File: src/rtl/core/snc_pkg.sv
package snc_pkg;

  localparam int unsigned VALUE_WIDTH_DEF = 32;
  localparam int unsigned FRAC_BITS_DEF   = 24;

  localparam int unsigned TOL_W   = 25;
  localparam int unsigned LIMIT_W = 6;
  localparam int unsigned ITER_W  = 7;
  localparam int unsigned CFG_W   = 32;

  localparam logic [TOL_W-1:0]   TOL_RESET   = TOL_W'(2);
  localparam logic [LIMIT_W-1:0] LIMIT_RESET = LIMIT_W'(10);

  typedef enum logic {
    CFG_TOLERANCE = 1'b0,
    CFG_ITER_LIMIT = 1'b1
  } snc_cfg_e;

  typedef enum logic [1:0] {
    STAT_CONVERGED = 2'd0,
    STAT_LIMIT     = 2'd1,
    STAT_ZERO_DEN  = 2'd2,
    STAT_SATURATED = 2'd3
  } snc_status_e;

  typedef struct packed {
    logic               op;
    logic signed [31:0] k_level;
    logic signed [31:0] first_guess;
    logic signed [31:0] second_guess;
  } snc_in_t;

  typedef struct packed {
    logic signed [31:0]  root;
    logic [ITER_W-1:0]   iterations;
    logic [1:0]          status;
  } snc_out_t;

  typedef struct packed {
    logic done;
    logic sat;
  } snc_md_rsp_t;

  typedef enum logic [1:0] {
    U_IDLE,
    U_MUL,
    U_DIV,
    U_FIN
  } snc_ust_e;

  typedef enum logic [4:0] {
    ST_IDLE,
    ST_DEN_A,
    ST_DEN_B,
    ST_K_SQ,
    ST_K0_SQ,
    ST_HILL_DEN,
    ST_HILL,
    ST_K_BASE,
    ST_K_DIV,
    ST_K_RATE,
    ST_Q,
    ST_Q2,
    ST_Q4,
    ST_Q5,
    ST_S_DEN,
    ST_S_HILL,
    ST_S_DIV,
    ST_S_RATE,
    ST_DIFF,
    ST_SLOPE,
    ST_STEP,
    ST_NEXT
  } snc_state_e;

  // round(num/1000 * 2^frac)
  function automatic logic [63:0] thousandths(input int unsigned num, input int unsigned frac);
    logic [63:0] scaled;
    scaled = (64'(num) << frac) + 64'd500;
    return scaled / 64'd1000;
  endfunction

endpackage

File: src/rtl/core/secant_nullcline_solver.sv
// Every multiply/divide runs on the shared unit.
// A rate evaluation takes 4 (K rate) or 6 (S rate) unit operations plus a few adds;
// an item takes about (2 + n) rate evaluations and n secant steps, n = updates.
// One item at a time.
// Reset: asynchronous, active low; tolerance 2, iteration limit 10, no memory to clear.
// The result strobe lasts one cycle and cannot be stalled.
module secant_nullcline_solver #(
  parameter int unsigned VALUE_WIDTH = snc_pkg::VALUE_WIDTH_DEF,
  parameter int unsigned FRAC_BITS   = snc_pkg::FRAC_BITS_DEF
) (
  input  logic                         clk_i,
  input  logic                         rst_ni,
  input  logic                         start,
  output logic                         busy,
  input  snc_pkg::snc_in_t             req_i,
  output logic                         result_valid_o,
  output snc_pkg::snc_out_t            result_o,
  input  logic                         cfg_valid_i,
  output logic                         cfg_ready_o,
  input  logic                         cfg_index_i,
  input  logic [snc_pkg::CFG_W-1:0]    cfg_data_i
);

  localparam int unsigned W    = VALUE_WIDTH;
  localparam int unsigned CMPW = (W > snc_pkg::TOL_W) ? W : snc_pkg::TOL_W;
  localparam logic signed [W-1:0] VMAX = signed'(W'((W+1)'((W+1)'(1) << (W - 1)) - (W+1)'(1)));
  localparam logic signed [W-1:0] VMIN = -VMAX - W'(1);
  localparam logic signed [63:0] VMAX64 = 64'(VMAX);
  localparam logic signed [63:0] VMIN64 = 64'(VMIN);
  localparam logic signed [W-1:0] C_ONE = signed'(W'(64'(1) << FRAC_BITS));
  localparam logic signed [W-1:0] C_AK  = signed'(W'(snc_pkg::thousandths(4, FRAC_BITS)));
  localparam logic signed [W-1:0] C_BK  = signed'(W'(snc_pkg::thousandths(70, FRAC_BITS)));
  localparam logic signed [W-1:0] C_BS  = signed'(W'(snc_pkg::thousandths(820, FRAC_BITS)));
  localparam logic signed [W-1:0] C_K0  = signed'(W'(snc_pkg::thousandths(200, FRAC_BITS)));
  localparam logic signed [W-1:0] C_K1  = signed'(W'(snc_pkg::thousandths(222, FRAC_BITS)));

  snc_pkg::snc_state_e state_q, state_d;

  logic [snc_pkg::TOL_W-1:0]   tol_q, tol_d;
  logic [snc_pkg::LIMIT_W-1:0] limit_q, limit_d;
  logic [snc_pkg::ITER_W-1:0]  cnt_q, cnt_d;
  logic signed [W-1:0] k_q, k_d, ng_q, ng_d, og_q, og_d, nr_q, nr_d, or_q, or_d;
  logic signed [W-1:0] t0_q, t0_d, t1_q, t1_d, t2_q, t2_d, den_q, den_d, d_q, d_d;
  logic op_q, op_d, sat_q, sat_d, init_q, init_d, old_q, old_d, mwait_q, mwait_d;
  logic out_valid_q, out_valid_d;
  snc_pkg::snc_out_t out_q, out_d;

  // shared adder
  logic signed [W-1:0] add_a, add_b, add_res;
  logic                add_sub, add_en, add_sat;
  logic signed [W:0]   add_sum;

  // shared multiply/divide unit
  logic signed [W-1:0] md_a, md_b, md_c, md_res;
  logic                md_state, md_start;
  snc_pkg::snc_md_rsp_t md_rsp;

  logic signed [W-1:0] s_val, fin_val, dmag;
  logic                fin, fin_sat_in;
  logic [1:0]          fin_status;
  logic signed [63:0]  root_wide;
  logic                root_hi, root_lo;
  logic signed [W-1:0] kin, g1in, g2in;
  logic                kin_sat, g1_sat, g2_sat;
  logic                converged, slope_zero, over_limit;
  logic [snc_pkg::ITER_W-1:0] cnt_inc;

  function automatic logic [W:0] clamp_in(input logic signed [31:0] x);
    logic signed [63:0] xw;
    xw = 64'(x);
    if (xw > VMAX64) return {1'b1, VMAX};
    if (xw < VMIN64) return {1'b1, VMIN};
    return {1'b0, W'(xw)};
  endfunction

  assign {kin_sat, kin}   = clamp_in(req_i.k_level);
  assign {g1_sat, g1in}   = clamp_in(req_i.first_guess);
  assign {g2_sat, g2in}   = clamp_in(req_i.second_guess);

  assign add_sum = add_sub ? ((W+1)'(add_a) - (W+1)'(add_b)) : ((W+1)'(add_a) + (W+1)'(add_b));
  assign add_sat = add_en && (add_sum[W] != add_sum[W-1]);
  assign add_res = (add_sum[W] != add_sum[W-1]) ? (add_sum[W] ? VMIN : VMAX) : add_sum[W-1:0];

  assign s_val      = old_q ? og_q : ng_q;
  assign dmag       = add_res[W-1] ? -add_res : add_res;
  assign converged  = CMPW'(unsigned'(dmag)) < CMPW'(tol_q);
  assign slope_zero = add_res == '0;
  assign cnt_inc    = cnt_q + snc_pkg::ITER_W'(1);
  assign over_limit = cnt_inc > snc_pkg::ITER_W'(limit_q);
  assign md_start   = md_state && !mwait_q;

  snc_muldiv #(
    .VALUE_WIDTH(W)
  ) u_muldiv (
    .clk_i  (clk_i),
    .rst_ni (rst_ni),
    .start_i(md_start),
    .a_i    (md_a),
    .b_i    (md_b),
    .c_i    (md_c),
    .res_o  (md_res),
    .rsp_o  (md_rsp)
  );

  // next state
  always_comb begin
    state_d = state_q;
    unique case (state_q)
      snc_pkg::ST_IDLE:     if (start) state_d = snc_pkg::ST_DEN_A;
      snc_pkg::ST_DEN_A:    state_d = snc_pkg::ST_DEN_B;
      snc_pkg::ST_DEN_B:    state_d = op_q ? snc_pkg::ST_Q : snc_pkg::ST_K_SQ;
      snc_pkg::ST_K_SQ:     if (md_rsp.done) state_d = snc_pkg::ST_K0_SQ;
      snc_pkg::ST_K0_SQ:    if (md_rsp.done) state_d = snc_pkg::ST_HILL_DEN;
      snc_pkg::ST_HILL_DEN: state_d = snc_pkg::ST_HILL;
      snc_pkg::ST_HILL:     if (md_rsp.done) state_d = snc_pkg::ST_K_BASE;
      snc_pkg::ST_K_BASE:   state_d = snc_pkg::ST_K_DIV;
      snc_pkg::ST_K_DIV:    if (md_rsp.done) state_d = snc_pkg::ST_K_RATE;
      snc_pkg::ST_Q:        if (md_rsp.done) state_d = snc_pkg::ST_Q2;
      snc_pkg::ST_Q2:       if (md_rsp.done) state_d = snc_pkg::ST_Q4;
      snc_pkg::ST_Q4:       if (md_rsp.done) state_d = snc_pkg::ST_Q5;
      snc_pkg::ST_Q5:       if (md_rsp.done) state_d = snc_pkg::ST_S_DEN;
      snc_pkg::ST_S_DEN:    state_d = snc_pkg::ST_S_HILL;
      snc_pkg::ST_S_HILL:   if (md_rsp.done) state_d = snc_pkg::ST_S_DIV;
      snc_pkg::ST_S_DIV:    if (md_rsp.done) state_d = snc_pkg::ST_S_RATE;
      snc_pkg::ST_K_RATE,
      snc_pkg::ST_S_RATE:   state_d = (init_q && !old_q) ? snc_pkg::ST_DEN_A : snc_pkg::ST_DIFF;
      snc_pkg::ST_DIFF:     state_d = converged ? snc_pkg::ST_IDLE : snc_pkg::ST_SLOPE;
      snc_pkg::ST_SLOPE:    state_d = slope_zero ? snc_pkg::ST_IDLE : snc_pkg::ST_STEP;
      snc_pkg::ST_STEP:     if (md_rsp.done) state_d = snc_pkg::ST_NEXT;
      snc_pkg::ST_NEXT:     state_d = over_limit ? snc_pkg::ST_IDLE : snc_pkg::ST_DEN_A;
      default:              state_d = snc_pkg::ST_IDLE;
    endcase
  end

  // operand selection
  always_comb begin
    add_a    = C_ONE;
    add_b    = k_q;
    add_sub  = 1'b0;
    add_en   = 1'b0;
    md_a     = k_q;
    md_b     = k_q;
    md_c     = C_ONE;
    md_state = 1'b0;
    unique case (state_q)
      snc_pkg::ST_DEN_A:    begin add_a = C_ONE; add_b = k_q; add_en = 1'b1; end
      snc_pkg::ST_DEN_B:    begin add_a = t0_q; add_b = s_val; add_en = 1'b1; end
      snc_pkg::ST_HILL_DEN: begin add_a = t2_q; add_b = t1_q; add_en = 1'b1; end
      snc_pkg::ST_K_BASE:   begin add_a = C_AK; add_b = t2_q; add_en = 1'b1; end
      snc_pkg::ST_S_DEN:    begin add_a = C_ONE; add_b = t2_q; add_en = 1'b1; end
      snc_pkg::ST_K_RATE,
      snc_pkg::ST_S_RATE: begin
        add_a = t0_q; add_b = t1_q; add_sub = 1'b1; add_en = 1'b1;
      end
      snc_pkg::ST_DIFF: begin
        add_a = ng_q; add_b = og_q; add_sub = 1'b1; add_en = 1'b1;
      end
      snc_pkg::ST_SLOPE: begin
        add_a = nr_q; add_b = or_q; add_sub = 1'b1; add_en = 1'b1;
      end
      snc_pkg::ST_NEXT: begin
        add_a = ng_q; add_b = t0_q; add_sub = 1'b1; add_en = 1'b1;
      end
      snc_pkg::ST_K_SQ:   begin md_a = k_q;  md_b = k_q;   md_c = C_ONE; md_state = 1'b1; end
      snc_pkg::ST_K0_SQ:  begin md_a = C_K0; md_b = C_K0;  md_c = C_ONE; md_state = 1'b1; end
      snc_pkg::ST_HILL:   begin md_a = C_BK; md_b = t1_q;  md_c = t2_q;  md_state = 1'b1; end
      snc_pkg::ST_K_DIV:  begin md_a = k_q;  md_b = C_ONE; md_c = den_q; md_state = 1'b1; end
      snc_pkg::ST_Q:      begin md_a = k_q;  md_b = C_ONE; md_c = C_K1;  md_state = 1'b1; end
      snc_pkg::ST_Q2:     begin md_a = t1_q; md_b = t1_q;  md_c = C_ONE; md_state = 1'b1; end
      snc_pkg::ST_Q4:     begin md_a = t2_q; md_b = t2_q;  md_c = C_ONE; md_state = 1'b1; end
      snc_pkg::ST_Q5:     begin md_a = t2_q; md_b = t1_q;  md_c = C_ONE; md_state = 1'b1; end
      snc_pkg::ST_S_HILL: begin md_a = C_BS; md_b = C_ONE; md_c = t2_q;  md_state = 1'b1; end
      snc_pkg::ST_S_DIV:  begin md_a = s_val; md_b = C_ONE; md_c = den_q; md_state = 1'b1; end
      snc_pkg::ST_STEP:   begin md_a = nr_q; md_b = d_q;   md_c = den_q; md_state = 1'b1; end
      default: ;
    endcase
  end

  // finish: root, status
  always_comb begin
    fin        = 1'b0;
    fin_val    = ng_q;
    fin_status = snc_pkg::STAT_CONVERGED;
    unique case (state_q)
      snc_pkg::ST_DIFF:  fin = converged;
      snc_pkg::ST_SLOPE: begin fin = slope_zero; fin_status = snc_pkg::STAT_ZERO_DEN; end
      snc_pkg::ST_NEXT: begin
        fin = over_limit; fin_val = add_res; fin_status = snc_pkg::STAT_LIMIT;
      end
      default: ;
    endcase
    root_wide  = 64'(fin_val);
    root_hi    = root_wide > 64'sd2147483647;
    root_lo    = root_wide < -64'sd2147483648;
    fin_sat_in = sat_q || add_sat || root_hi || root_lo;
  end

  // datapath registers
  always_comb begin
    tol_d       = tol_q;
    limit_d     = limit_q;
    cnt_d       = cnt_q;
    k_d = k_q; ng_d = ng_q; og_d = og_q; nr_d = nr_q; or_d = or_q;
    t0_d = t0_q; t1_d = t1_q; t2_d = t2_q; den_d = den_q; d_d = d_q;
    op_d = op_q; sat_d = sat_q | add_sat; init_d = init_q; old_d = old_q;
    mwait_d     = mwait_q;
    out_valid_d = 1'b0;
    out_d       = out_q;

    if (cfg_valid_i) begin
      unique case (cfg_index_i)
        snc_pkg::CFG_TOLERANCE:  tol_d   = cfg_data_i[snc_pkg::TOL_W-1:0];
        snc_pkg::CFG_ITER_LIMIT: limit_d = cfg_data_i[snc_pkg::LIMIT_W-1:0];
        default: ;
      endcase
    end

    if (md_start) mwait_d = 1'b1;
    if (md_rsp.done) begin
      mwait_d = 1'b0;
      sat_d   = sat_d | md_rsp.sat;
    end

    unique case (state_q)
      snc_pkg::ST_IDLE: begin
        if (start) begin
          op_d   = req_i.op;
          k_d    = kin;
          ng_d   = g1in;
          og_d   = g2in;
          sat_d  = kin_sat | g1_sat | g2_sat;
          cnt_d  = '0;
          init_d = 1'b1;
          old_d  = 1'b0;
        end
      end
      snc_pkg::ST_DEN_A:    t0_d  = add_res;
      snc_pkg::ST_DEN_B:    den_d = add_res;
      snc_pkg::ST_HILL_DEN: t2_d  = add_res;
      snc_pkg::ST_K_BASE:   t0_d  = add_res;
      snc_pkg::ST_S_DEN:    t2_d  = add_res;
      snc_pkg::ST_K_SQ, snc_pkg::ST_K_DIV, snc_pkg::ST_Q, snc_pkg::ST_S_DIV:
        if (md_rsp.done) t1_d = md_res;
      snc_pkg::ST_K0_SQ, snc_pkg::ST_HILL, snc_pkg::ST_Q2, snc_pkg::ST_Q4, snc_pkg::ST_Q5:
        if (md_rsp.done) t2_d = md_res;
      snc_pkg::ST_S_HILL, snc_pkg::ST_STEP:
        if (md_rsp.done) t0_d = md_res;
      snc_pkg::ST_K_RATE, snc_pkg::ST_S_RATE: begin
        if (old_q) or_d = add_res;
        else nr_d = add_res;
        // after the newer guess, evaluate the older one once per item
        if (init_q && !old_q) old_d = 1'b1;
        else begin
          old_d  = 1'b0;
          init_d = 1'b0;
        end
      end
      snc_pkg::ST_DIFF:  d_d   = add_res;
      snc_pkg::ST_SLOPE: den_d = add_res;
      snc_pkg::ST_NEXT: begin
        og_d  = ng_q;
        or_d  = nr_q;
        ng_d  = add_res;
        cnt_d = cnt_inc;
      end
      default: ;
    endcase

    if (fin) begin
      out_valid_d      = 1'b1;
      out_d.root       = root_hi ? 32'sh7fffffff : (root_lo ? 32'sh80000000 : 32'(root_wide));
      out_d.iterations = (state_q == snc_pkg::ST_NEXT) ? cnt_inc : cnt_q;
      out_d.status     = (fin_status != snc_pkg::STAT_ZERO_DEN && fin_sat_in) ?
                         snc_pkg::STAT_SATURATED : fin_status;
    end
  end

  always_ff @(posedge clk_i or negedge rst_ni) begin
    if (!rst_ni) begin
      state_q     <= snc_pkg::ST_IDLE;
      tol_q       <= snc_pkg::TOL_RESET;
      limit_q     <= snc_pkg::LIMIT_RESET;
      mwait_q     <= 1'b0;
      out_valid_q <= 1'b0;
      init_q      <= 1'b0;
      old_q       <= 1'b0;
    end else begin
      state_q     <= state_d;
      tol_q       <= tol_d;
      limit_q     <= limit_d;
      mwait_q     <= mwait_d;
      out_valid_q <= out_valid_d;
      init_q      <= init_d;
      old_q       <= old_d;
    end
  end

  always_ff @(posedge clk_i) begin
    cnt_q <= cnt_d;
    k_q   <= k_d;
    ng_q  <= ng_d;
    og_q  <= og_d;
    nr_q  <= nr_d;
    or_q  <= or_d;
    t0_q  <= t0_d;
    t1_q  <= t1_d;
    t2_q  <= t2_d;
    den_q <= den_d;
    d_q   <= d_d;
    op_q  <= op_d;
    sat_q <= sat_d;
    out_q <= out_d;
  end

  assign busy           = state_q != snc_pkg::ST_IDLE;
  assign cfg_ready_o    = 1'b1;
  assign result_valid_o = out_valid_q;
  assign result_o       = out_q;

endmodule

File: src/rtl/core/snc_muldiv.sv
module snc_muldiv #(
  parameter int unsigned VALUE_WIDTH = snc_pkg::VALUE_WIDTH_DEF
) (
  input  logic                          clk_i,
  input  logic                          rst_ni,
  input  logic                          start_i,
  input  logic signed [VALUE_WIDTH-1:0] a_i,
  input  logic signed [VALUE_WIDTH-1:0] b_i,
  input  logic signed [VALUE_WIDTH-1:0] c_i,
  output logic signed [VALUE_WIDTH-1:0] res_o,
  output snc_pkg::snc_md_rsp_t          rsp_o
);

  localparam int unsigned W  = VALUE_WIDTH;
  localparam int unsigned CW = $clog2(W);
  localparam logic [CW-1:0] LAST = CW'(W - 1);
  localparam logic [W:0] LIM_POS = (W+1)'((W+1)'(1) << (W - 1)) - (W+1)'(1);
  localparam logic [W:0] LIM_NEG = (W+1)'((W+1)'(1) << (W - 1));

  snc_pkg::snc_ust_e ust_q, ust_d;
  logic [CW-1:0] cnt_q, cnt_d;
  logic [W-1:0]  hi_q, hi_d, lo_q, lo_d, ma_q, ma_d, mc_q, mc_d;
  logic          neg_q, neg_d, over_q, over_d;
  logic signed [W-1:0] res_q, res_d;
  logic          done_q, done_d, sat_q, sat_d;

  logic [W:0]   psum, r2, rdiff, qr, lim, mfin;
  logic         ge, rnd, big;
  logic [W-1:0] ma_in, mb_in, mc_in;

  assign ma_in = a_i[W-1] ? W'(-a_i) : W'(a_i);
  assign mb_in = b_i[W-1] ? W'(-b_i) : W'(b_i);
  assign mc_in = c_i[W-1] ? W'(-c_i) : W'(c_i);

  always_comb begin
    ust_d = ust_q;
    unique case (ust_q)
      snc_pkg::U_IDLE: if (start_i) ust_d = snc_pkg::U_MUL;
      snc_pkg::U_MUL:  if (cnt_q == LAST) ust_d = snc_pkg::U_DIV;
      snc_pkg::U_DIV:  if (cnt_q == LAST) ust_d = snc_pkg::U_FIN;
      snc_pkg::U_FIN:  ust_d = snc_pkg::U_IDLE;
      default:         ust_d = snc_pkg::U_IDLE;
    endcase
  end

  always_comb begin
    cnt_d  = cnt_q;
    hi_d   = hi_q;
    lo_d   = lo_q;
    ma_d   = ma_q;
    mc_d   = mc_q;
    neg_d  = neg_q;
    over_d = over_q;
    res_d  = res_q;
    done_d = 1'b0;
    sat_d  = sat_q;
    psum   = {1'b0, hi_q} + (lo_q[0] ? {1'b0, ma_q} : '0);
    r2     = {hi_q, lo_q[W-1]};
    ge     = r2 >= {1'b0, mc_q};
    rdiff  = r2 - {1'b0, mc_q};
    rnd    = {hi_q, 1'b0} >= {1'b0, mc_q};
    qr     = {1'b0, lo_q} + (W+1)'(rnd);
    lim    = neg_q ? LIM_NEG : LIM_POS;
    big    = over_q || (qr > lim);
    mfin   = big ? lim : qr;
    unique case (ust_q)
      snc_pkg::U_IDLE: begin
        if (start_i) begin
          cnt_d  = '0;
          hi_d   = '0;
          lo_d   = mb_in;
          ma_d   = ma_in;
          mc_d   = mc_in;
          neg_d  = a_i[W-1] ^ b_i[W-1] ^ c_i[W-1];
        end
      end
      snc_pkg::U_MUL: begin
        // shift-add, one multiplier bit per cycle
        hi_d  = psum[W:1];
        lo_d  = {psum[0], lo_q[W-1:1]};
        cnt_d = cnt_q + CW'(1);
        if (cnt_q == LAST) begin
          cnt_d  = '0;
          // quotient would exceed W bits (covers a zero divisor too)
          over_d = psum[W:1] >= mc_q;
        end
      end
      snc_pkg::U_DIV: begin
        hi_d  = ge ? rdiff[W-1:0] : r2[W-1:0];
        lo_d  = {lo_q[W-2:0], ge};
        cnt_d = cnt_q + CW'(1);
      end
      snc_pkg::U_FIN: begin
        res_d  = W'(neg_q ? -mfin : mfin);
        sat_d  = big;
        done_d = 1'b1;
      end
      default: ;
    endcase
  end

  always_ff @(posedge clk_i or negedge rst_ni) begin
    if (!rst_ni) begin
      ust_q  <= snc_pkg::U_IDLE;
      done_q <= 1'b0;
    end else begin
      ust_q  <= ust_d;
      done_q <= done_d;
    end
  end

  always_ff @(posedge clk_i) begin
    cnt_q  <= cnt_d;
    hi_q   <= hi_d;
    lo_q   <= lo_d;
    ma_q   <= ma_d;
    mc_q   <= mc_d;
    neg_q  <= neg_d;
    over_q <= over_d;
    res_q  <= res_d;
    sat_q  <= sat_d;
  end

  assign res_o     = res_q;
  assign rsp_o.done = done_q;
  assign rsp_o.sat  = sat_q;

endmodule

File: config.mk
export PLATFORM = sky130hd
export DESIGN_NAME = secant_nullcline_solver
export DESIGN_NICKNAME = d
export VERILOG_FILES = /design/src/rtl/core/snc_pkg.sv /design/src/rtl/core/secant_nullcline_solver.sv /design/src/rtl/core/snc_muldiv.sv
export SDC_FILE = /design/constraint.sdc
export NUM_CORES = 2
export LEC_CHECK = 0
export ABC_AREA = 1
export BUFFER_PORTS_ARGS = -buffer_cell sky130_fd_sc_hd__buf_2
export CORE_MARGIN = 3
export CORE_UTILIZATION = 38
export DETAILED_ROUTE_END_ITERATION = 16
export SYNTH_ARGS = -nofsm -noshare
export SYNTH_HDL_FRONTEND = slang
export SYNTH_SLANG_ARGS = --single-unit
File: constraint.sdc
create_clock -name clk_i -period 12.8 [get_ports clk_i]
set_clock_uncertainty 0.2 [all_clocks]
set_input_delay 0.64 -clock clk_i [delete_from_list [all_inputs] [get_ports clk_i]]
set_output_delay 0.64 -clock clk_i [all_outputs]
set_load 0.005 [all_outputs]
Word level (Yosys, flattened, before mapping)
Index checks and enable logic that the tools add are counted.

cells by class
  add/sub/neg operators = 12
  reductions and logical operators = 56
  muxes and demuxes = 100
  order comparisons = 14
  eq/ne operators = 46
  bitwise logic cells = 8

operators with widths
  cell                  number
  $mux 32               18
  $mux 33               13
  $pmux 32 s2           5
  $pmux 32 s5           2
  $pmux 32 s3           3
  $pmux 32 s7           1
  $pmux 32 s6           1
  $neg 32->32           5
  $gt 32x32->1 const B  4
  $lt 32x32->1 const B  4
  $pmux 5 s21           1
  $mux 5                17
  $add 32x32->33        2
  $ge 33x32->1          2
  $mux 31               2
  $eq 5x4->1 const B    8
  $eq 5x5->1 const B    7
  $add 32x1->33         1
  $gt 33x32->1          1
  $sub 32x32->33        1
  $ge 32x32->1          1
  $logic_not 32->1      1
  $lt 32x25->1          1
  $sub 32x32->32        1
  other kinds (41)      134

word-level totals
  word-level logic and storage cells = 272
  output and inout bits = 44
  input port bits = 134
  register bits after elaboration = 581

Depth between registers and ports, before layout
  depth after elaboration = 12
  gate-level depth with buffers = 68
  mapped depth without buffers = 63

Cells and area by module
A second synthesis with hierarchy kept.

unflattened totals
  cell total of the unflattened synthesis = 5408
  area, all modules = 41449.8 um2

by module, submodules not included
  module                   instances  seq. area each (um2)  area an instance (um2)  cells each
  secant_nullcline_solver  1          12105.4               25132.9                 3168
  snc_muldiv               1          5119.9                16316.9                 2240

Worst setup path after synthesis
No wires, ideal clock.

  kind = register -> register
  from = reg state_q[3]
  to = reg out_q (netlist bit result_o[0]) (enable)
  data required time = 12.148 ns
  buffers on the path = 5
  cell stages (with the launch flop) = 61
  clock period less this slack = 11.867 ns
  arrival = 11.214 ns
  slack = 0.933 ns
  library setup time = 0.452 ns
  cell sequence = dfrtp_1 -> nor2_2 -> nand2_1 -> nor2_1 -> buf_1 -> nor2_1 -> nand4_1 -> nor2_1 -> nand2_1 -> nand2_1 -> inv_1 -> ha_1 -> nand3_2 -> nor2_4 -> nand2_1 -> nor2_2 -> a31oi_1 -> o21bai_1 -> [25 not listed] -> nand2_1 -> inv_1 -> nand3_1 -> nor2_2 -> nand3_4 -> o21ai_0 -> xor2_1 -> inv_1 -> ha_1 -> nand2_1 -> nor2_1 -> a2111oi_0 -> nand2_1 -> nand2_1 -> nand2_1 -> a21oi_1 -> nand2_1 -> o211ai_1

on the way
  word-level cells in the longest chain between the ends = 11
  elaborated cells on any way between the ends = 28
  those cells by class = add/sub (3); order compare (1); eq/ne (10); mux (8); reduce/logical (6)

ends and longest elaborated chain
  item                                                          RTL line                        source
  start: declaration                                            secant_nullcline_solver.sv:37   snc_pkg::snc_state_e state_q, state_d;
  start signal: assignment                                      secant_nullcline_solver.sv:280  state_q <= snc_pkg::ST_IDLE;
  start signal: assignment                                      secant_nullcline_solver.sv:288  state_q <= state_d;
  $eq 5x4->1 (tied with other cells)                            secant_nullcline_solver.sv:145  unique case (state_q)
  $reduce_or 3->1 (no line) or $reduce_or 2->1 (tied branches)  n/a
  $pmux 32 s6 or $pmux 32 s5 (tied branches)                    secant_nullcline_solver.sv:145
  $add 32x32->33 or $sub 32x32->33 (tied branches)              secant_nullcline_solver.sv:80   assign add_sum = add_sub ? ((W+1)'(add_a) - (W+1)'(add_b)) : ((W+1)'(add_a) + (W+1)'(add_b));
  $mux 33 (*)                                                   secant_nullcline_solver.sv:80
  $mux 32 or $ne 1x1->1 (tied branches)                         secant_nullcline_solver.sv:82   assign add_res = (add_sum[W] != add_sum[W-1]) ? (add_sum[W] ? VMIN : VMAX) : add_sum[W-1:0];
  $mux 32 (*)                                                   secant_nullcline_solver.sv:82
  named net add_res[0]                                          secant_nullcline_solver.sv:49   logic signed [W-1:0] add_a, add_b, add_res;
  $neg 32->32                                                   secant_nullcline_solver.sv:85   assign dmag = add_res[W-1] ? -add_res : add_res;
  $mux 32                                                       secant_nullcline_solver.sv:85
  $lt 32x25->1                                                  secant_nullcline_solver.sv:86   assign converged = CMPW'(unsigned'(dmag)) < CMPW'(tol_q);
  $pmux 1 s3 (*)                                                secant_nullcline_solver.sv:184  unique case (state_q)
  named net fin                                                 secant_nullcline_solver.sv:59   logic fin, fin_sat_in;
  end signal: assignment                                        secant_nullcline_solver.sv:312  out_q <= out_d;
  end: declaration                                              secant_nullcline_solver.sv:46   snc_pkg::snc_out_t out_q, out_d;

Mark *: on every way through the listed nets, which the timed path passes. The rest lies on a longest branch.
A chain may end at the register's enable or synchronous reset.

Worst setup path after layout
  from = reg state_q[3]
  to = reg out_q (netlist bit result_o[1]) (enable)

Same word-level chain as after synthesis.

==> results by group <==
Run status
  • Status: completed

STA
  • Least-Margin Pin Slew: 1.44 ns
  • Max Freq: 0.0844 GHz
  • Final period util: 0.926
  • Setup TNS Final: 0 ns
  • Setup ws final: 0.949 ns
  • Tmin final: 11.85 ns
  • Final slew viol count: 0
  • Max-slew headroom: 0.0288
  • Setup violations, final: 0
  • Final hold vios: 0
  • Unrepaired setup endpoints after global routing: false

Layout
  • Fraction of layout cells with a size suffix above 1: 0.0877
  • Max reg flops: 41
  • FILL cells: 10.5k
  • Post-Layout Cell Count: 6,703
  • Syn-to-layout area delta: 12.5%
  • Multi-input logic area: 0.0199 mm2
  • Nets: 5,608
  • Reg area: 0.0172 mm2
  • Layout Utilization: 0.435

Yosys
  • Library cells used by synthesis: 66
  • EDFF count, synth: 537
  • Commonest cells in the netlist: 1,286 x nand2_1, 628 x inv_1, 537 x edfxtp_1
  • Count leader, synth: nand2_1
  • Register area share after synthesis: 0.427
  • Synth area leader: edfxtp_1
  • Ranking of synthesized cells by area: edfxtp_1 40%, nand2_1 12%, ha_1 6.5%, inv_1 5.8%, o21ai_0 5.6%
  • #FFs+latches synth: 581
  • Asr flop ratio synth: 0.0740
  • Synthesis Warnings: 0
  • Net Count, Synth: 5,482
  • Synth Instances: 5,136
  • Synthesized area per cell: 7.86 um2
  • Top-area cell type share of the netlist area: 0.400
  • Most used DFF post-synth: edfxtp_1
  • Mapped cell area: 0.0403 mm2

CTS
  • CTS buffer count: 72
  • Total clock sinks: 581
  • # H-tree levels: 3
  • TritonCTS clock tree: done
  • Clk buf depth: 3
  • Clock Latency Late Sink: 0.65 ns
  • Post-CTS Setup Repair Bufs: 0
  • Root Driver: clkbuf_16
  • Clock Pin Slew Worst Setup and Hold Paths: 0.06 ns

Critical path
  • Type of origin of the critical path: flip-flop
  • Reg-to-reg startpoint: state_q[3]$_DFFE_PN0P_
  • Data required time of the worst path: 12.87 ns
  • Crit path from: state_q[3]$_DFFE_PN0P_
  • Most used cell, CP: nand2_1
  • CP arrival: 11.92 ns
  • Critical path class: flip-flop to flip-flop
  • Type of element capturing the critical path: flip-flop
  • Largest stage delay, worst path: 0.73 ns
  • Crit path max fanout: 42
  • CP max-delay cell: ha_1

Min path
  • Hold WC Path Type: primary input to flip-flop
  • Hold Path Origin: cfg_data_i[21]

Power
  • Power Dens Cells: 94.2 mW/mm2
  • Static leakage: 20.4 nW
  • Peak supply drop: 80.5 uV

Floorplan
  • Die Span Y: 332 um
  • Die area: 0.110 mm2
  • Rows: 118
  • Initial Utilization: 0.387
  • Io pins: 178
  • CORE AREA: 0.104 mm2
  • Die Wd: 332 um

Global routing
  • First-pass GRT wire length: 226 mm
  • Gr usage total: 0.270
  • Vias in the first global route: 35.3k
  • Largest net degree at the start of global routing: 81
  • Total gr overflow: 0
  • Initial antenna violation count: 0

Route
  • DR vias/cell: 5.60
  • Routed Antenna Nets: 0
  • Avg WL per Cell: 22.9 um
  • Via count: 37.5k
  • # DRC: 0
  • First-pass DRT Iterations: 6
  • WL final: 154 mm
  • DR iter-0 viols: 4,471

Job
  • Max-cap violations: 0

Placement
  • Gpl congestion: 0.983
  • Placed cells: 6,533
  • Post-Place Setup Slack: 1.15 ns
  • PortBufs: 169
  • Post-DP HPWL: 116 mm
==> placed cells by master, fill, tap and decap left out, drive strengths merged, types with 17 or more instances in the layout <==
cell type    count
o211ai          29
nand3          171
inv            649
o21bai          18
a21oi          329
o21ai          467
nand2         1307
a22oi           42
xnor2           66
dlygate4sd3     34
edfxtp         537
or2             19
a31oi           30
o2111ai         17
nand4           58
xor2           148
nor4            22
nor2           510
ha             209
a221oi          26
o22ai           58
clkbuf          87
buf            237
clkinv          33
dfrtp           40
nor3            58
==> final cells by class <==
cell class,count,share of cell area
multi-input combinational,3685,0.438
sequential,581,0.380
inverter,651,0.0539
clock buffer,87,0.0425
tap,1380,0.0380
timing repair buffer,271,0.0374
clock inverter,47,0.0109
antenna,1,0.0000551
==> routing by layer <==
layer	up-vias	routed length, um	global-route usage
li1	17600	-	-
met4	0	7640	0.115
met1	17700	63100	0.363
met3	389	13900	0.0472
met2	1896	69100	0.430
met5	-	0	0
==> worst max-delay path, delay by kind of cell (launching register included) <==
family                   cells  cell delay (ns)
AO/OA/AOI/OAI                9             1.84
XOR/XNOR                     2             0.34
adder cells (fa/ha/maj)      4             1.53
buffers and inverters       10             1.88
flip-flops                   1             0.44
AND/OR/NAND/NOR             30             5.12
==> power by group <==
group	total, W	leakage (nW)	internal [W]	switching, W
clock network	0.00212	1.16	0.00123	0.000891
registers	0.00207	5.32	0.00206	0.00000497
logic	0.0000870	13.9	0.0000416	0.0000454
==> logic make-up (layout without fill, tap and decap cells) <==
group,Yosys count,after routing,synth area share
AO/OA/AOI/OAI,1101,1101,0.156
XOR/XNOR,214,214,0.0465
adder cells (fa/ha/maj),212,212,0.0663
buffers and inverters,871,1056,0.0833
flip-flops,581,581,0.427
multiplexers,3,3,0.000837
other,1,2,0.0000929
AND/OR/NAND/NOR,2153,2154,0.220
==> metrics by stage <==
stage | area (um2) | total power [W] | hold slack, ns
final | 45400 | 0.00428 | 0.0584
after global routing | 45400 | 0.00439 | 0.0545
after CTS | 45400 | 0.00431 | 0.0319
after detailed placement | 42600 | 0.00219 | 0.251
after global placement | 42600 | 0.00218 | 0.247
after floorplan | 40300 | 0.00215 | 0.144
==> worst paths after layout <==
check,depth (start not counted),to,slack (ns)
setup reg to reg,55,result_o[1]$_SDFFCE_PP1P_,0.95
hold reg to reg,0,t1_q[27]$_DFFE_PP_,0.27
hold / removal,3,tol_q[21]$_DFFE_PN0P_,0.06
setup / recovery,55,result_o[1]$_SDFFCE_PP1P_,0.95
min in group asynchronous,3,u_muldiv.done_q$_DFF_PN0_,0.51
max in group asynchronous,3,old_q$_DFFE_PN0P_,11.37
==> repair_timing <==
| item | 4_1_cts | 5_1_grt |
|---|---|---|
| hold buffers | 34 | 0 |
| endpoints found under the setup margin | 0 | 42 |
| gates resized for setup | 0 | 1 |
| hold endpoints to repair | 73 | 0 |
(Power assumes the default switching activity.)
